===== config.mk =====
export PLATFORM = sky130hd
export DESIGN_NAME = chp_parse
export DESIGN_NICKNAME = d
export VERILOG_FILES = /design/src/hdl/chp_pkg.sv /design/src/hdl/chp_parse.sv
export SDC_FILE = /design/constraint.sdc
export NUM_CORES = 1
export LEC_CHECK = 0
export BUFFER_PORTS_ARGS = -buffer_cell sky130_fd_sc_hd__buf_2
export CORE_AREA = 4 4 172 174
export CTS_BUF_LIST = sky130_fd_sc_hd__clkbuf_16
export CTS_CLUSTER_DIAMETER = 100
export DETAILED_ROUTE_END_ITERATION = 8
export DIE_AREA = 0 0 176 178
export PLACE_DENSITY_LB_ADDON = 0.12
export SLEW_MARGIN = 25
export SYNTH_ARGS = -nofsm -noshare
export SYNTH_HDL_FRONTEND = slang
export SYNTH_SLANG_ARGS = --single-unit

===== constraint.sdc =====
create_clock -name clk -period 7.5 [get_ports clk]
set_clock_uncertainty 0.05 [all_clocks]
set_input_delay 1.5 -clock clk [delete_from_list [all_inputs] [get_ports clk]]
set_output_delay 1.5 -clock clk [all_outputs]
set_load 0.1 [all_outputs]

===== src/hdl/chp_pkg.sv =====
// Shared types for the chunk header parser: cache entry and result record.
// No dependencies; every other file in hdl imports this package.
`default_nettype none

package chp_pkg;

  // One cache entry per chunk stream.
  typedef struct packed {
    logic [31:0] ts;
    logic [23:0] len;
    logic [7:0]  typ;
    logic [31:0] ms;
  } entry_t;

  // One result record.
  typedef struct packed {
    logic        status;
    logic [16:0] id;
    logic [1:0]  fmt;
    logic [31:0] ts;
    logic [23:0] len;
    logic [7:0]  typ;
    logic [31:0] ms;
  } res_t;

  localparam logic STATUS_OK      = 1'b0;
  localparam logic STATUS_ID_HIGH = 1'b1;

endpackage

`default_nettype wire


===== src/hdl/chp_parse.sv =====
// Byte parser: basic and message header fields, cache read on id completion,
// merge and write-back from the registered command of the closing byte. Depends on chp_pkg.
`default_nettype none

module chp_parse #(
  parameter int CACHE_DEPTH = 64,
  localparam int AW = $clog2(CACHE_DEPTH)
) (
  input  wire logic            clk,
  input  wire logic            rst_n,
  input  wire logic            in_valid,
  output logic                 in_ready,
  input  wire logic [7:0]      in_hdr_byte,
  input  wire logic            clr_busy,
  input  wire chp_pkg::entry_t rd_data,
  input  wire logic            out_can,
  output logic                 rd_en,
  output logic [AW-1:0]        rd_addr,
  output logic                 wr_en,
  output logic [AW-1:0]        wr_addr,
  output chp_pkg::entry_t      wr_data,
  output logic                 res_valid,
  output chp_pkg::res_t        res
);
  import chp_pkg::*;

  typedef enum logic [9:0] {
    PH_BASIC  = 10'b00_0000_0001,
    PH_ID2    = 10'b00_0000_0010,
    PH_ID3A   = 10'b00_0000_0100,
    PH_ID3B   = 10'b00_0000_1000,
    PH_TS     = 10'b00_0001_0000,
    PH_LEN    = 10'b00_0010_0000,
    PH_TYPE   = 10'b00_0100_0000,
    PH_MS     = 10'b00_1000_0000,
    PH_EXT    = 10'b01_0000_0000,
    PH_F3WAIT = 10'b10_0000_0000
  } phase_t;

  typedef enum logic [3:0] {
    CMD_NONE = 4'b0001,
    CMD_ERR  = 4'b0010,
    CMD_F3   = 4'b0100,
    CMD_FIN  = 4'b1000
  } cmd_t;

  localparam logic [31:0] EXT_MARK = 32'h00FF_FFFF;
  localparam logic [16:0] ID_BASE  = 17'd64;
  localparam logic [1:0]  FMT_FULL = 2'd0;
  localparam logic [1:0]  FMT_NOID = 2'd1;
  localparam logic [1:0]  FMT_DLT  = 2'd2;

  phase_t      phase_r, phase_nxt, phase_eff;
  cmd_t        cmd_r, cmd_nxt;
  logic [1:0]  fmt_r, fmt_nxt;
  logic [16:0] id_r, id_nxt;
  logic [31:0] acc_r, acc_nxt;
  logic [1:0]  cnt_r, cnt_nxt;
  logic [31:0] tf_r, tf_nxt;
  entry_t      ent_r, ent_nxt;
  logic        load_r;

  entry_t      view;
  logic        mark_hit;
  logic        finish;
  logic        stall;
  logic        accept;
  logic [31:0] ts_merge;

  // Entry just read from the cache, or the working copy.
  assign view     = load_r ? rd_data : ent_r;
  assign mark_hit = (view.ts == EXT_MARK);
  assign phase_eff = (phase_r == PH_F3WAIT) ? (mark_hit ? PH_EXT : PH_BASIC) : phase_r;

  // Result side: one command from the previous transfer.
  always_comb begin
    res_valid = 1'b0;
    finish    = 1'b0;
    res       = '0;
    res.id    = id_r;
    res.fmt   = fmt_r;
    ts_merge  = (fmt_r == FMT_FULL) ? tf_r : view.ts + tf_r;
    case (cmd_r)
      CMD_ERR: begin
        res_valid  = 1'b1;
        res.status = STATUS_ID_HIGH;
      end
      CMD_F3: begin
        finish = !mark_hit;
      end
      CMD_FIN: begin
        finish = 1'b1;
      end
      default: begin
        finish = 1'b0;
      end
    endcase
    if (finish) begin
      res_valid  = 1'b1;
      res.status = STATUS_OK;
      res.ts     = ts_merge;
      res.len    = view.len;
      res.typ    = view.typ;
      res.ms     = view.ms;
    end
  end

  assign stall    = res_valid && !out_can;
  assign wr_en    = finish && !stall;
  assign wr_addr  = id_r[AW-1:0];
  assign wr_data  = '{ts: ts_merge, len: view.len, typ: view.typ, ms: view.ms};
  assign in_ready = !clr_busy && !stall;
  assign accept   = in_valid && in_ready;

  // Byte side.
  always_comb begin
    logic [31:0] acc_sh;
    logic [31:0] acc_or;
    logic        id_done;
    logic        ext_chk;
    logic [31:0] ext_val;

    phase_nxt = phase_eff;
    cmd_nxt   = stall ? cmd_r : CMD_NONE;
    fmt_nxt   = fmt_r;
    id_nxt    = id_r;
    acc_nxt   = acc_r;
    cnt_nxt   = cnt_r;
    tf_nxt    = tf_r;
    ent_nxt   = view;
    rd_en     = 1'b0;
    rd_addr   = '0;
    id_done   = 1'b0;
    ext_chk   = 1'b0;
    ext_val   = tf_r;
    acc_sh    = {acc_r[23:0], in_hdr_byte};
    acc_or    = acc_r | (32'(in_hdr_byte) << {cnt_r, 3'b000});

    if (accept) begin
      case (phase_eff)
        PH_BASIC: begin
          fmt_nxt = in_hdr_byte[7:6];
          if (in_hdr_byte[5:1] != 5'd0) begin
            id_nxt  = {11'd0, in_hdr_byte[5:0]};
            id_done = 1'b1;
          end else begin
            id_nxt    = '0;
            phase_nxt = in_hdr_byte[0] ? PH_ID3A : PH_ID2;
          end
        end
        PH_ID2: begin
          id_nxt  = {9'd0, in_hdr_byte} + ID_BASE;
          id_done = 1'b1;
        end
        PH_ID3A: begin
          id_nxt    = {9'd0, in_hdr_byte};
          phase_nxt = PH_ID3B;
        end
        PH_ID3B: begin
          id_nxt  = id_r + {1'b0, in_hdr_byte, 8'd0} + ID_BASE;
          id_done = 1'b1;
        end
        PH_TS: begin
          if (cnt_r != 2'd2) begin
            acc_nxt = acc_sh;
            cnt_nxt = cnt_r + 1'b1;
          end else begin
            tf_nxt  = {8'd0, acc_sh[23:0]};
            acc_nxt = '0;
            cnt_nxt = '0;
            if (fmt_r == FMT_FULL || fmt_r == FMT_NOID) begin
              phase_nxt = PH_LEN;
            end else begin
              ext_chk = 1'b1;
              ext_val = {8'd0, acc_sh[23:0]};
            end
          end
        end
        PH_LEN: begin
          if (cnt_r != 2'd2) begin
            acc_nxt = acc_sh;
            cnt_nxt = cnt_r + 1'b1;
          end else begin
            ent_nxt.len = acc_sh[23:0];
            acc_nxt     = '0;
            cnt_nxt     = '0;
            phase_nxt   = PH_TYPE;
          end
        end
        PH_TYPE: begin
          ent_nxt.typ = in_hdr_byte;
          if (fmt_r == FMT_FULL) begin
            acc_nxt   = '0;
            cnt_nxt   = '0;
            phase_nxt = PH_MS;
          end else begin
            ext_chk = 1'b1;
          end
        end
        PH_MS: begin
          if (cnt_r != 2'd3) begin
            acc_nxt = acc_or;
            cnt_nxt = cnt_r + 1'b1;
          end else begin
            ent_nxt.ms = acc_or;
            acc_nxt    = '0;
            cnt_nxt    = '0;
            ext_chk    = 1'b1;
          end
        end
        PH_EXT: begin
          if (cnt_r != 2'd3) begin
            acc_nxt = acc_sh;
            cnt_nxt = cnt_r + 1'b1;
          end else begin
            tf_nxt    = acc_sh;
            acc_nxt   = '0;
            cnt_nxt   = '0;
            phase_nxt = PH_BASIC;
            cmd_nxt   = CMD_FIN;
          end
        end
        default: begin
          phase_nxt = PH_BASIC;
        end
      endcase

      // Basic header complete: range check, then fetch the stream's entry.
      if (id_done) begin
        if (id_nxt >= 17'(CACHE_DEPTH)) begin
          phase_nxt = PH_BASIC;
          cmd_nxt   = CMD_ERR;
        end else begin
          rd_en   = 1'b1;
          rd_addr = id_nxt[AW-1:0];
          acc_nxt = '0;
          tf_nxt  = '0;
          cnt_nxt = '0;
          if (fmt_nxt == FMT_FULL || fmt_nxt == FMT_NOID || fmt_nxt == FMT_DLT) begin
            phase_nxt = PH_TS;
          end else begin
            phase_nxt = PH_F3WAIT;
            cmd_nxt   = CMD_F3;
          end
        end
      end

      // Extended timestamp follows, or the header is done.
      if (ext_chk) begin
        if (ext_val == EXT_MARK) begin
          acc_nxt   = '0;
          cnt_nxt   = '0;
          phase_nxt = PH_EXT;
        end else begin
          phase_nxt = PH_BASIC;
          cmd_nxt   = CMD_FIN;
        end
      end
    end
  end

  always_ff @(posedge clk) begin
    if (!rst_n) begin
      phase_r <= PH_BASIC;
      cmd_r   <= CMD_NONE;
      load_r  <= 1'b0;
      fmt_r   <= '0;
      id_r    <= '0;
      acc_r   <= '0;
      cnt_r   <= '0;
      tf_r    <= '0;
    end else begin
      phase_r <= phase_nxt;
      cmd_r   <= cmd_nxt;
      load_r  <= rd_en;
      fmt_r   <= fmt_nxt;
      id_r    <= id_nxt;
      acc_r   <= acc_nxt;
      cnt_r   <= cnt_nxt;
      tf_r    <= tf_nxt;
    end
  end

  always_ff @(posedge clk) begin
    ent_r <= ent_nxt;
  end

endmodule

`default_nettype wire


* Word-level counts from Yosys, hierarchy flattened
Index checks and enable logic that the tools add are counted.
** Storage, ports and cells
- Output and inout port bits :: 228
- Bits in registers :: 196
** Operators by class
- Shifts and indexed selects :: 1
- $lt $le $gt $ge :: 1
- Add/sub/neg operators :: 5
- Reductions and logical operators :: 18
- Multiplexer cells :: 84
- Bitwise gates (word level) :: 1
- Equality and inequality tests :: 20
** Operators with widths (count)
- 32-bit 2-to-1 mux :: 19
- 96-bit 2-to-1 mux :: 2
- 32-bit case mux with 4 select lines :: 1
- 10-bit 2-to-1 mux :: 12
- 10-bit case mux with 7 select lines :: 1
- 17-bit case mux with 4 select lines :: 1
- 32-bit by 24-bit equality test with 1-bit output, second input constant :: 2
- 64-bit 2-to-1 mux :: 1
- 32-bit case mux with 2 select lines :: 1
- 24-bit 2-to-1 mux :: 2
- 4-bit 2-to-1 mux :: 9
- 32-bit adder :: 1
- 32-bit OR :: 1
- 8-bit by 5-bit << shifter with 32-bit output :: 1
- 6-bit 2-to-1 mux :: 4
- 2-bit 2-to-1 mux :: 9
- 9-bit 2-to-1 mux :: 2
- 17-bit by 16-bit adder with 17-bit output :: 1
- 17-bit by 7-bit adder with 17-bit output, second input constant :: 1
- 17-bit by 7-bit greater-or-equal comparator with 1-bit output, second input constant :: 1
- 17-bit 2-to-1 mux :: 1
- 1-bit 2-to-1 mux :: 13
- 10-bit by 1-bit equality test with 1-bit output, second input constant :: 1
- 10-bit equality test, second input constant :: 1
- other kinds (28) :: 42

* Logic depth before layout (Yosys ltp)
Gate-level depths: netlist (run 1).
- Depth in word-level cells :: 19
- Gate-level depth with buffers :: 16
- Gate-level depth less buffers :: 14

* Worst setup path after synthesis (run 1)
Ideal clock, no wire load.
- Kind :: flip-flop to output port
- Start point :: reg load_r
- End point :: out res[88] (netlist bit)
- Arrival :: 7412 ps
- Buffers on the path :: 4
- Path slack :: -1462 ps
- Cell stages (with the launch flop) :: 17
- Data required time :: 5950 ps
- Cells stage by stage :: dfxtp_1 -> buf_4 -> buf_2 -> buf_1 -> buf_1 -> mux2_2 -> fa_1 -> a21o_1 -> a21oi_1 -> o21ai_0 -> and4_1 -> a211oi_1 -> o21ai_0 -> a21oi_1 -> xor2_1 -> o21ai_0 -> nor2b_1
** RTL lines
- start, declared :: line chp_parse.sv:61 : logic load_r;
- start signal, assigned :: line chp_parse.sv:275 : load_r <= rd_en;
- end, declared :: line chp_parse.sv:23 : output chp_pkg::res_t res

==> results.txt, run 1 <==
The die outline area came out at 31330 sq um. The overflow left after global routing came out at 0. The global routing stage identified its most utilized layer as met2.

The detailed router's first-iteration violation count is 971. The wire length after detailed routing came out at 41.98 mm. The critical-path maximum fanout is 3. The net total in the final layout is 1996. Global routing consumed, on the met1 layer, 35.45% of the routing resources. The placed wire-length estimate after detailed placement is 31.19 mm. Walking the worst path, the cells encountered are buf_2 > nand2_1 > nand2_1 > ha_1 > fa_1 > a21o_1 > a21oi_1 > o21ai_0 > and4_1 > a211oi_1 > o21ai_0 > a21oi_1 > o21ai_0 > mux2i_1 > a21oi_1 > buf_2. The max-capacitance violation count came out at 0. The sequential fraction of the synthesis area came out at 32.80%.

Counting along the longest clock path gives a buffer depth of 2. The worst path uses 90.27% of the clock period. The overall die width is 176 microns. After clock tree synthesis, the clock-pin slew on the worst setup and hold paths is 0.09 ns. At the pin with the least slew margin, the transition time is 1.070 ns. The pin count of the biggest net entering global routing came out at 60. The total power divided by cell area is 298.0 nW/um^2. The critical path launch point type is a primary input. The iteration count of the initial detailed-routing pass came out at 6. The number of core rows is 61. The DRC violation count after routing came out at 0. The aggregate global-route resource usage is 25.58%. The number of synthesized flops with an enable pin is 0. The total inserted antenna cells is 0.

The net count after synthesis came out at 1717. The mean routed wirelength per cell came out at 18.81 microns. The total area inside the core boundary comes to 27780 sq um. During I/O placement, the number of pins put on the boundary was 337.

The first global-routing pass estimated 63.97 mm of wire. Following the worst setup path forward leads to its endpoint at res[94]. For this run, the top clock speed supported by timing is 147.7 MHz. Setup slack on the worst reg-to-reg path comes out at 2.67 ns.

The final number of setup-violating endpoints came out at 0. After routing, the total negative slack on setup checks comes to 0 ns. The fill cell total of the finished layout is 2801. The number of buffers inserted for hold repair after clock tree synthesis is 0. The count of input and output buffers came out at 336. The initial antenna violation count came out at 1.

The flow ran to the end, and the final reports show no timing, DRC or antenna violations. The post-synthesis cell area is 11960 sq um. In this run, distinct cell masters in the synthesized netlist total 81.

The global routing met2 resource utilization came out at 41.21%. The critical path start-end classification is primary input to primary output. The area fraction of the dominant cell type after synthesis is 32.80%.

The gate count after technology mapping is 1562. The count of vias placed by the detailed router is 12323. By area the synthesized netlist is led by sky130_fd_sc_hd__dfxtp_1 33%, sky130_fd_sc_hd__mux2i_1 7.8%, sky130_fd_sc_hd__a21oi_1 7.6%.

The total number of cells along the worst setup path is 16. In this run the critical register-to-register path is launched from load_r. In this run the critical register-to-register path is captured at acc_r[7].

The largest individual stage delay along the critical path comes from the cell sky130_fd_sc_hd__a211oi_1. The post-synthesis area per instance is 7.659 sq um. The count of clock tree sinks came out at 196. The library cell with the largest summed area after synthesis is sky130_fd_sc_hd__dfxtp_1. Summing all multi-input logic gate instances after layout gives 7325 sq um.

In this run the worst setup path begins at rd_data[64]. The weighted congestion at the end of routability-driven global placement is 0.8804. The clock tree from TritonCTS is built. The layout cell share with drive strength beyond 1 came out at 25.30%.

The static leakage is 6.696 nW. The total buffers and inverters traversed by the critical path is 2. The shortest period the worst path allows is 6.770 ns. The remaining max-slew budget at the tightest pin is 28.65%.

The overall die height is 178 microns. The yosys synthesis warning count is 0. The critical path data arrival time is 5.22 ns. The via density per instance is 5.521. The number of hold violations in the final report came out at 0. The path class of the tightest hold or removal check is flip-flop to flip-flop. Buffers added to address setup during post-CTS repair amount to 0. The final hold slack came out at 0.4175 ns. The synthesis-to-layout area growth is 22.11%.

In this run the remaining antenna-violating nets after routing total 0. The number of cells upsized or downsized after cts is 0. The count of pins over their slew limit is 0. The fraction of synthesis flops using an asynchronous set or reset pin came out at 0%. The global-route met3 utilization came out at 4.854%. The maximum vdd ir drop came out at 0.2668 mV.

The required time of the critical path is 5.95 ns. The largest incremental delay on the critical path is 0.47 ns. The number of cell instances on the worst register-to-register path came out at 11. Setup repair after global routing left no endpoint under its margin. The dominant synthesized flop cell is sky130_fd_sc_hd__dfxtp_1.

The initial core utilization came out at 43.06%. The clock tree synthesis step divided the H-tree into 4 levels. The flip-flop and latch count after synthesis is 196.

The latest clock arrival within the worst-skew pair came out at 0.45 ns. The register area is 3928 sq um. The number of global-route vias before repair came out at 11449. CTS placed an instance of sky130_fd_sc_hd__clkbuf_16 at the clock tree root. On the critical path the largest part of the delay comes from compound AO/OA/AOI/OAI gates. The type of destination of the critical path is a primary output. The number of buffers created by CTS came out at 17.
worst min-delay path by stage:
| stage | start | endpoint | cells past startpoint |
|---|---|---|---|
| final | acc_r[31] | acc_r[31] | 2 |
| after global routing | acc_r[31] | acc_r[31] | 2 |
| after CTS | acc_r[31] | acc_r[31] | 2 |
| after detailed placement | acc_r[31] | acc_r[31] | 2 |
| after global placement | acc_r[31] | acc_r[31] | 2 |
| after floorplan | acc_r[31] | acc_r[31] | 2 |
stage by stage:
stage                     total power (W)  utilization (%)  instances  setup WS (ns)  area (sq um)
after global placement           0.003354            50.22       2200         0.7962         13950
after global routing             0.004531            52.59       2232         0.4472         14610
after floorplan                  0.003002                -       1562        -0.6667         12060
final                            0.004354            52.59       2232         0.7298         14610
after CTS                        0.004374            52.56       2232         0.7407         14600
after detailed placement         0.003373            50.22       2200         0.7450         13950
final cells by class:
type                            instances  share of cell area [%]
Clock buffer                           17                   2.912
Clock inverter                         15                   1.542
Inverter                              115                   2.955
Multi-Input combinational cell       1159                   50.14
Sequential cell                       196                   26.88
Tap cell                              378                   3.237
Timing Repair Buffer                  352                   12.33
placed cells by master (no fill, tap or decap), types with 6 or more instances in the layout:
cell and n:
sky130_fd_sc_hd__buf_2 336, sky130_fd_sc_hd__nor2_1 227, sky130_fd_sc_hd__dfxtp_1 195, sky130_fd_sc_hd__a21oi_1 172, sky130_fd_sc_hd__nand2_1 141, sky130_fd_sc_hd__inv_1 115, sky130_fd_sc_hd__mux2i_1 93, sky130_fd_sc_hd__ha_1 45
sky130_fd_sc_hd__o21ai_0 43, sky130_fd_sc_hd__nand3_1 32, sky130_fd_sc_hd__mux2_2 29, sky130_fd_sc_hd__nand4_1 28, sky130_fd_sc_hd__o22ai_1 27, sky130_fd_sc_hd__nor2b_1 26, sky130_fd_sc_hd__a211oi_1 22, sky130_fd_sc_hd__a22oi_1 21
sky130_fd_sc_hd__a21o_1 20, sky130_fd_sc_hd__nor3_1 20, sky130_fd_sc_hd__xnor2_1 19, sky130_fd_sc_hd__xor2_1 17, sky130_fd_sc_hd__clkbuf_16 17, sky130_fd_sc_hd__buf_4 16, sky130_fd_sc_hd__nand2b_1 12, sky130_fd_sc_hd__nor4_1 11
sky130_fd_sc_hd__a21oi_2 10, sky130_fd_sc_hd__o21a_1 8, sky130_fd_sc_hd__nor2b_2 8, sky130_fd_sc_hd__or2_2 7, sky130_fd_sc_hd__inv_12 7, sky130_fd_sc_hd__and2_1 6, sky130_fd_sc_hd__o221ai_1 6, sky130_fd_sc_hd__o21ai_1 6
sky130_fd_sc_hd__or4_1 6
cells in the mapped netlist (5+ instances only):
cell type / n
sky130_fd_sc_hd__mux2i_1: 93
sky130_fd_sc_hd__nor2_1: 228
sky130_fd_sc_hd__xor2_1: 17
sky130_fd_sc_hd__mux2_2: 29
sky130_fd_sc_hd__nand4_1: 28
sky130_fd_sc_hd__clkbuf_1: 61
sky130_fd_sc_hd__o221ai_1: 6
sky130_fd_sc_hd__dfxtp_1: 196
sky130_fd_sc_hd__a21oi_1: 182
sky130_fd_sc_hd__nor3_1: 21
sky130_fd_sc_hd__buf_1: 12
sky130_fd_sc_hd__xnor2_1: 20
sky130_fd_sc_hd__and2_1: 6
sky130_fd_sc_hd__o31ai_1: 6
sky130_fd_sc_hd__nor2b_1: 34
sky130_fd_sc_hd__nand2_1: 142
sky130_fd_sc_hd__a22oi_1: 21
sky130_fd_sc_hd__ha_1: 45
sky130_fd_sc_hd__nor4_1: 11
sky130_fd_sc_hd__a211oi_1: 22
sky130_fd_sc_hd__o21a_1: 8
sky130_fd_sc_hd__a21o_1: 20
sky130_fd_sc_hd__o22ai_1: 27
sky130_fd_sc_hd__o21bai_1: 5
sky130_fd_sc_hd__or4_1: 6
sky130_fd_sc_hd__or3_1: 6
sky130_fd_sc_hd__o21ai_0: 51
sky130_fd_sc_hd__inv_1: 115
sky130_fd_sc_hd__buf_2: 6
sky130_fd_sc_hd__nand2b_1: 12
sky130_fd_sc_hd__nand3_1: 33
sky130_fd_sc_hd__buf_4: 13
sky130_fd_sc_hd__o211ai_1: 5
sky130_fd_sc_hd__or2_2: 7
power breakdown:
part | total [W] | switching [W] | internal [W] | leakage, nW
sequential | 0.00130 | 0.0000704 | 0.00123 | 1.62
clock | 0.00100 | 0.000525 | 0.000479 | 0.314
combinational | 0.00205 | 0.00165 | 0.000403 | 4.77
metal layers:
metal / wire [microns] / part of all wire, %
met5: 13 / 0.031
met4: 747 / 1.8
met3: 3355 / 8.0
met2: 19110 / 46
met1: 18760 / 45
worst register-to-register path, cell delays in order (launching register included):
cell and delay, ns:
sky130_fd_sc_hd__dfxtp_4 0.73, sky130_fd_sc_hd__mux2i_1 0.50, sky130_fd_sc_hd__nand4_1 0.25, sky130_fd_sc_hd__o21bai_1 0.25, sky130_fd_sc_hd__nor4b_2 0.61, sky130_fd_sc_hd__o21ai_2 0.34, sky130_fd_sc_hd__a311oi_1 0.49, sky130_fd_sc_hd__nor4b_4 0.09
sky130_fd_sc_hd__buf_4 0.19, sky130_fd_sc_hd__a211oi_4 0.43, sky130_fd_sc_hd__nand2_2 0.49, sky130_fd_sc_hd__o221ai_1 0.31
cell families after synthesis:
| group | count (synthesis) | share of synthesized area (%) |
|---|---|---|
| AO/OA/AOI/OAI | 392 | 20.13 |
| XOR/XNOR | 37 | 2.709 |
| adder cells (fa/ha/maj) | 46 | 4.873 |
| buffers and inverters | 207 | 6.965 |
| flip-flops | 196 | 32.80 |
| multiplexers | 122 | 10.51 |
| AND/OR/NAND/NOR | 562 | 22.01 |
registers in the layout, summed over array words and instances, names as in the netlist:
register	cells
fmt_r	2
acc_r	32
phase_r	10
id_r	17
ent_r	96
cnt_r	2
tf_r	32
cmd_r	4
load_r	1
No activity file was read; power rests on OpenSTA's default activity.
==> run 2: changes to the inputs <==
Settings changed: CELL_PAD_IN_SITES_DETAIL_PLACEMENT set to 1, CELL_PAD_IN_SITES_GLOBAL_PLACEMENT set to 1, CORE_AREA 4 4 172 174 to 4 4 176 178, DIE_AREA 0 0 176 178 to 0 0 180 182.
==> run 2 against run 1 <==
Fmax decreased by 0.33%. Die area increased by 4.6%. Wire length increased by 9.2%. Worst setup slack got worse by 0.022 ns. Final cell count increased by 0.54%. Critical path depth unchanged. Combinational power about the same. Non-clock buffer count unchanged. Via count increased by 1.2%. Design area about the same. Utilization decreased by 2.9 points.
==> results.txt, run 2 (synthesized netlist as in run 1, its figures left out) <==
Status: completed (unchanged). The critical-path maximum fanout came out at 3 (unchanged). The register name with the most flops is ent_r (unchanged).

The remaining max-slew budget at the tightest pin is 29.63% (was 28.65%). The number of buffers on the longest clock path is 2 (unchanged). The critical path launch point type is a primary input (unchanged). The count of clock tree sinks came out at 196 (unchanged).

The count of vias placed by the detailed router came out at 12465 (was 12323). The detailed router's first-iteration violation count came out at 598 (was 971). The total power divided by cell area came out at 296.8 nW/um^2 (was 298.0 nW/um^2). The critical path start-end classification is primary input to primary output (unchanged). The pin count of the biggest net entering global routing came to 93 (was 60). The largest incremental delay on the critical path came to 0.48 ns (was 0.47 ns).

The latest clock arrival within the worst-skew pair came out at 0.45 ns (about the same). The overflow left after global routing is 0 (unchanged). The overall die height came to 182 microns (was 178 microns).

The pin slew with the least headroom to its limit was 1.056 ns (was 1.070 ns). The register area was 3928 sq um (unchanged). The max-capacitance violation count is 0 (unchanged).

The wire length after detailed routing is 45.84 mm (was 41.98 mm). The net total in the final layout came out at 1996 (unchanged). The maximum vdd ir drop is 0.2432 mV (was 0.2668 mV).

The via density per instance is 5.555 (was 5.521). The number of cells upsized or downsized after cts is 0 (unchanged). The static leakage is 6.685 nW (was 6.696 nW). The first-pass GRT wire length came out at 71.48 mm (was 63.97 mm). The highest clock rate came out at 147.2 MHz (was 147.7 MHz). The filler-free cell count of the finished design is 2244 (was 2232). The count of pins over their slew limit is 0 (unchanged). The placed wire-length estimate after detailed placement came out at 34.09 mm (was 31.19 mm). The count of H-tree levels built during CTS is 4 (unchanged).

The number of global-route vias before repair came out at 12826 (was 11449). The die outline area was 32760 sq um (was 31330 sq um). The synthesis-to-layout area growth is 22.04% (was 22.11%). RSZ-0062 raised after global routing: no (unchanged).

The remaining antenna violation count is 0 (unchanged). The slowest library cell on the worst path is sky130_fd_sc_hd__a211oi_1 (unchanged). The core outline area is 29400 sq um (was 27780 sq um). The period utilization is 90.57% (was 90.27%). The cell family contributing the most delay on the critical path is compound AO/OA/AOI/OAI gates (unchanged). The final hold slack is 0.4460 ns (was 0.4175 ns). The total inserted antenna cells came out at 0 (unchanged). The worst hold-check path type is flip-flop to flip-flop (unchanged). The I/O pin count came out at 337 (unchanged).

The initial core utilization came out at 40.69% (was 43.06%). The fill cell total of the finished layout came to 3731 (was 2801). The buffer count from post-CTS setup fixing was 0 (unchanged). The shortest period the worst path allows came out at 6.793 ns (was 6.770 ns). The mean routed wirelength per cell came out at 20.43 microns (was 18.81 microns).

The cell count after placement is 2212 (was 2200). The critical path data arrival time is 5.24 ns (was 5.22 ns). The DRC violation count after routing is 0 (unchanged).

The aggregate global-route resource usage came out at 26.80% (was 25.58%). The clock tree from TritonCTS was built (unchanged). The number of buffers created by CTS is 17 (unchanged). The clock input transition at the sequential cells of the worst setup and hold paths is 0.09 ns (about the same). The count of input and output buffers came out at 336 (unchanged).

The weighted congestion at the end of routability-driven global placement came to 0.9011 (was 0.8804). The number of core rows is 63 (was 61). Commonest cells after routing, fill and taps aside: 336 x sky130_fd_sc_hd__buf_2, 227 x sky130_fd_sc_hd__nor2_1, 195 x sky130_fd_sc_hd__dfxtp_1, 172 x sky130_fd_sc_hd__a21oi_1, 141 x sky130_fd_sc_hd__nand2_1 (unchanged). The number of flip-flops under the largest register name came out at 96 (unchanged).

The type of destination of the critical path is a primary output (unchanged). The number of hold violations in the final report came out at 0 (unchanged). The final number of setup-violating endpoints is 0 (unchanged).

The overall die width came out at 180 microns (was 176 microns). The required time of the critical path is 5.95 ns (about the same). Sequence of cells on the critical path: buf_2 > nand2_1 > nand2_1 > ha_1 > fa_1 > a21o_1 > a21oi_1 > o21ai_0 > and4_1 > a211oi_1 > o21ai_0 > a211oi_1 > xor2_1 > a21oi_2 > nor2b_2 > buf_2 (was buf_2 > nand2_1 > nand2_1 > ha_1 > fa_1 > a21o_1 > a21oi_1 > o21ai_0 > and4_1 > a211oi_1 > o21ai_0 > a21oi_1 > o21ai_0 > mux2i_1 > a21oi_1 > buf_2). The iteration count of the initial detailed-routing pass is 5 (was 6).

The initial antenna violation count is 1 (unchanged). The most common cell after layout, fill and taps aside is sky130_fd_sc_hd__buf_2 (unchanged). Largest registers in the final layout: ent_r (96), acc_r (32), tf_r (32) (unchanged). The layout cell share with drive strength beyond 1 is 25.24% (was 25.30%).

The buffer type at the clock tree root is sky130_fd_sc_hd__clkbuf_16 (unchanged). The total buffers and inverters traversed by the critical path is 2 (unchanged). The number of buffers inserted for hold repair after clock tree synthesis is 0 (unchanged).

The area of combinational cells with multiple inputs came to 7321 sq um (was 7325 sq um).
==> run 2: changes by cell type in the layout (fill, tap and decap cells not counted), sizes merged <==
cell,delta
clkinv,+2
clkinvlp,+1
inv,-3
==> run 2: routing by layer <==
layer	up-vias	GRT usage, %	routed length (microns)
li1	6011	-	-
met1	5991	35.07	20670
met2	406	44.64	21220
met3	55	6.350	2996
met4	2	6.919	934
met5	-	0	13
==> run 2: final cells by class <==
type	count	share of cell area [%]
Sequential cell	196	26.90
Tap cell	390	3.342
Inverter	115	2.957
Multi-Input combinational cell	1159	50.14
Clock buffer	17	2.914
Timing Repair Buffer	352	12.43
Clock inverter	15	1.320
==> run 2: path summary, 6_finish.rpt <==
kind,from,to,slack [ns],cells after the start
hold reg to reg,acc_r[31],acc_r[31],0.45,2
hold / removal,acc_r[31],acc_r[31],0.45,2
setup / recovery,rd_data[64],res[90],0.71,16
setup reg to reg,load_r,cnt_r[1],2.62,12
==> run 2: per-stage QoR <==
stage | total power, W | util, % | setup slack [ns] | setup TNS [ns] | instance area (sq um)
3_5_place_dp | 0.003393 | 47.56 | 0.6561 | 0 | 13980
3_3_place_gp | 0.003356 | 47.55 | 0.7341 | 0 | 13980
6_report | 0.004333 | 49.66 | 0.7073 | 0 | 14600
2_1_floorplan | 0.003002 | - | -0.6667 | -0.6667 | 12060
5_1_grt | 0.004530 | 49.66 | 0.3504 | 0 | 14600
4_1_cts | 0.004352 | 49.66 | 0.6619 | 0 | 14600
==> run 2: power breakdown <==
group / leakage (nW) / switching, W / internal [W]
combinational: 4.77 / 0.00166 / 0.000405
sequential: 1.62 / 0.0000731 / 0.00123
clock: 0.296 / 0.000505 / 0.000462
total: 6.68 / 0.00223 / 0.00210
==> run 2: worst reg2reg max path, delay by kind of cell, from the launching register on <==
family	cells	cell delay (ns)
AND/OR/NAND/NOR	4	1.42
flip-flops	1	0.79
multiplexers	1	0.52
buffers and inverters	2	0.41
AO/OA/AOI/OAI	5	1.60
==> run 3: changes to the inputs <==
Settings changed: BUFFER_PORTS_ARGS -buffer_cell sky130_fd_sc_hd__buf_2 to -buffer_cell sky130_fd_sc_hd__buf_4.
==> run 3 against run 2 <==
Critical path depth is the same. Worst setup slack better by 0.11 ns. Sequential power about the same. Power increased by 3.4%. Combinational power up 5%. Non-clock buffer count decreased by 6. Largest cell class unchanged. Highest routed layer is now met4.
==> results.txt, run 3 (synthesized netlist as in run 1, its figures left out) <==
Status: completed (unchanged). The largest incremental delay on the critical path is 0.46 ns (was 0.48 ns). The type of destination of the critical path is a primary output (unchanged).

The total inserted antenna cells is 0 (unchanged). The maximum vdd ir drop is 0.2687 mV (was 0.2432 mV). The pin count of the biggest net entering global routing came out at 93 (unchanged). The overall die width is 180 microns (unchanged).

The count of vias placed by the detailed router came to 12603 (was 12465). The total power divided by cell area came out at 290.4 nW/um^2 (was 296.8 nW/um^2). The register name with the most flops is ent_r (unchanged). The wire length after detailed routing is 46.16 mm (was 45.84 mm). The count of pins over their slew limit came out at 0 (unchanged). The number of core rows is 63 (unchanged). The startpoint of the lowest-slack register-to-register path is load_r (unchanged). The via density per instance is 5.631 (was 5.555). The number of flip-flops under the largest register name is 96 (unchanged). The number of hold violations in the final report came out at 0 (unchanged). Commonest cells after routing, fill and taps aside: 345 x sky130_fd_sc_hd__buf_4, 227 x sky130_fd_sc_hd__nor2_1, 195 x sky130_fd_sc_hd__dfxtp_1, 172 x sky130_fd_sc_hd__a21oi_1, 141 x sky130_fd_sc_hd__nand2_1 (was 336 x sky130_fd_sc_hd__buf_2, 227 x sky130_fd_sc_hd__nor2_1, 195 x sky130_fd_sc_hd__dfxtp_1, 172 x sky130_fd_sc_hd__a21oi_1, 141 x sky130_fd_sc_hd__nand2_1). The net switching power figure came out at 0.002268 W (was 0.002235 W). The endpoint of the worst register-to-register path was acc_r[7] (was cnt_r[1]). The slowest library cell on the worst path is sky130_fd_sc_hd__a211oi_1 (unchanged). The final sum of negative setup slack is 0 ns (unchanged). The final number of setup-violating endpoints came to 0 (unchanged). The highest clock rate is 149.6 MHz (was 147.2 MHz). The net total in the final layout came out at 1990 (was 1996). The clock tree from TritonCTS is built (unchanged). The placed wire-length estimate after detailed placement came out at 34.33 mm (was 34.09 mm). The beginning of the worst hold path is acc_r[25] (was acc_r[31]).

The sum of internal, switching and leakage power is 0.004480 W (was 0.004333 W). The switching share of total power came out at 50.62% (was 51.57%). Sequence of cells on the critical path: buf_4 > nand2_1 > nand2_1 > ha_1 > fa_1 > a21o_1 > a21oi_1 > o21ai_0 > and4_1 > a211oi_1 > o21ai_0 > a211oi_1 > xor2_1 > a21oi_2 > nor2b_2 > buf_4 (was buf_2 > nand2_1 > nand2_1 > ha_1 > fa_1 > a21o_1 > a21oi_1 > o21ai_0 > and4_1 > a211oi_1 > o21ai_0 > a211oi_1 > xor2_1 > a21oi_2 > nor2b_2 > buf_2).

The I/O pin count came out at 337 (unchanged). The latest clock arrival within the worst-skew pair is 0.45 ns (about the same). The period utilization is 89.11% (was 90.57%).

The buffer type at the clock tree root is sky130_fd_sc_hd__clkbuf_16 (unchanged). The DRC violation count after routing came out at 0 (unchanged). The mean routed wirelength per cell came out at 20.63 microns (was 20.43 microns). RSZ-0062 raised after global routing: no (unchanged). The cell-internal power is 0.002212 W (was 0.002099 W). The total buffers and inverters traversed by the critical path came out at 2 (unchanged). Largest registers in the final layout: ent_r (96), acc_r (32), tf_r (32) (unchanged). The cell count of the worst hold path came out at 2 (unchanged). The critical path data arrival time came out at 5.13 ns (was 5.24 ns). The critical-path maximum fanout came out at 3 (unchanged).

The detailed router's first-iteration violation count is 639 (was 598). The initial antenna violation count was 0 (was 1). The synthesis-to-layout area growth is 28.95% (was 22.04%). The number of buffers on the longest clock path came out at 2 (unchanged). The source of the critical timing path is rd_data[64] (unchanged). The buffer count from post-CTS setup fixing is 0 (unchanged).

The aggregate global-route resource usage came out at 26.91% (was 26.80%). The slack of the worst reg-to-reg path is 2.64 ns (was 2.62 ns). The first-pass GRT wire length came out at 72.04 mm (was 71.48 mm). The part of the total power dissipated in the clock network is 22.4% (was 22.3%). The shortest period the worst path allows was 6.683 ns (was 6.793 ns). The number of global-route vias before repair is 12751 (was 12826). The required time of the critical path is 5.95 ns (about the same). The max-capacitance violation count is 0 (unchanged). The initial core utilization came out at 40.69% (unchanged).

The number of cells upsized or downsized after cts came to 0 (unchanged). The critical path launch point type is a primary input (unchanged). The static leakage came to 6.808 nW (was 6.685 nW). The iteration count of the initial detailed-routing pass came out at 5 (unchanged). The pin slew with the least headroom to its limit is 1.068 ns (was 1.056 ns). The number of buffers inserted for hold repair after clock tree synthesis was 0 (unchanged). The post-placement worst setup slack came to 0.7636 ns (was 0.6561 ns). The count of clock tree sinks is 196 (unchanged).

The utilization after layout came to 52.47% (was 49.66%). The die outline area is 32760 sq um (unchanged). The critical path start-end classification is primary input to primary output (unchanged). The overall die height is 182 microns (unchanged).

The count of H-tree levels built during CTS came out at 4 (unchanged). The core outline area is 29400 sq um (unchanged). The sink of the worst hold path is acc_r[25] (was acc_r[31]). The worst hold-check path type is flip-flop to flip-flop (unchanged). The combinational cell fraction of total power is 48.5% (was 47.6%). The layout cell share with drive strength beyond 1 came out at 25.11% (was 25.24%). The number of buffers created by CTS is 17 (unchanged). The remaining max-slew budget at the tightest pin is 28.79% (was 29.63%).

The remaining antenna violation count is 0 (unchanged). The clock input transition at the sequential cells of the worst setup and hold paths came out at 0.09 ns (about the same). The most common cell after layout, fill and taps aside is sky130_fd_sc_hd__buf_4 (was sky130_fd_sc_hd__buf_2). The overflow left after global routing came out at 0 (unchanged). The sequential cell fraction of total power came out at 29.1% (was 30.1%).

The cell family contributing the most delay on the critical path is compound AO/OA/AOI/OAI gates (unchanged). The weighted congestion at the end of routability-driven global placement came out at 0.8957 (was 0.9011). The count of input and output buffers was 336 (unchanged). The least setup slack across all paths after layout is 0.8166 ns (was 0.7073 ns). The number of cell instances on the worst register-to-register path is 12 (unchanged).
-- run 3: worst register-to-register path: cells and delay by family (launching register included) --
kind	cells	cell delay [ns]
compound gates	5	1.68
simple gates	4	1.46
flops	1	0.71
mux	1	0.46
buf+inv	2	0.41
-- run 3: through the flow --
step	cells	hold slack [ns]	area, sq um
2_1_floorplan	1562	0.3786	12060
3_3_place_gp	2206	0.3875	14780
3_5_place_dp	2206	0.4161	14780
4_1_cts	2238	0.4294	15420
5_1_grt	2238	0.4595	15430
6_report	2238	0.4285	15430
-- run 3: worst max-delay path by stage --
stage	endpoint	slack [ns]	depth (start not counted)
3_5_place_dp	res[90]	0.76	16
2_1_floorplan	res[88]	-0.67	16
3_3_place_gp	res[90]	0.83	16
6_report	res[90]	0.82	16
4_1_cts	res[90]	0.76	16
5_1_grt	res[92]	0.42	16
-- run 3: layout make-up --
| class | count | area, sq um |
|---|---|---|
| clock inverter | 15 | 221.5 |
| sequential | 196 | 3928 |
| timing repair buffer | 346 | 2610 |
| tap | 390 | 488.0 |
| multi-input combinational | 1159 | 7323 |
| clock buffer | 17 | 425.4 |
| inverter | 115 | 431.7 |
| fill | 3656 | 13970 |
-- run 3: power groups by stage --
stage / Clock [W] / Sequential, W / Combinational (W)
final: 0.00100 / 0.00130 / 0.00217
after global routing: 0.00106 / 0.00132 / 0.00229
after CTS: 0.00101 / 0.00130 / 0.00218
after detailed placement: 0 / 0.00133 / 0.00218
after global placement: 0 / 0.00132 / 0.00215
after floorplan: 0 / 0.00132 / 0.00168
-- run 3: layer usage --
layer | vias up | routed length [microns] | share of wire, % | GRT usage [%]
met5 | - | 0 | 0 | 0
met4 | 0 | 753 | 1.6 | 5.669
met3 | 56 | 2975 | 6.4 | 5.629
met2 | 434 | 22000 | 48 | 45.71
met1 | 6126 | 20430 | 44 | 35.47
li1 | 5987 | - | - | -
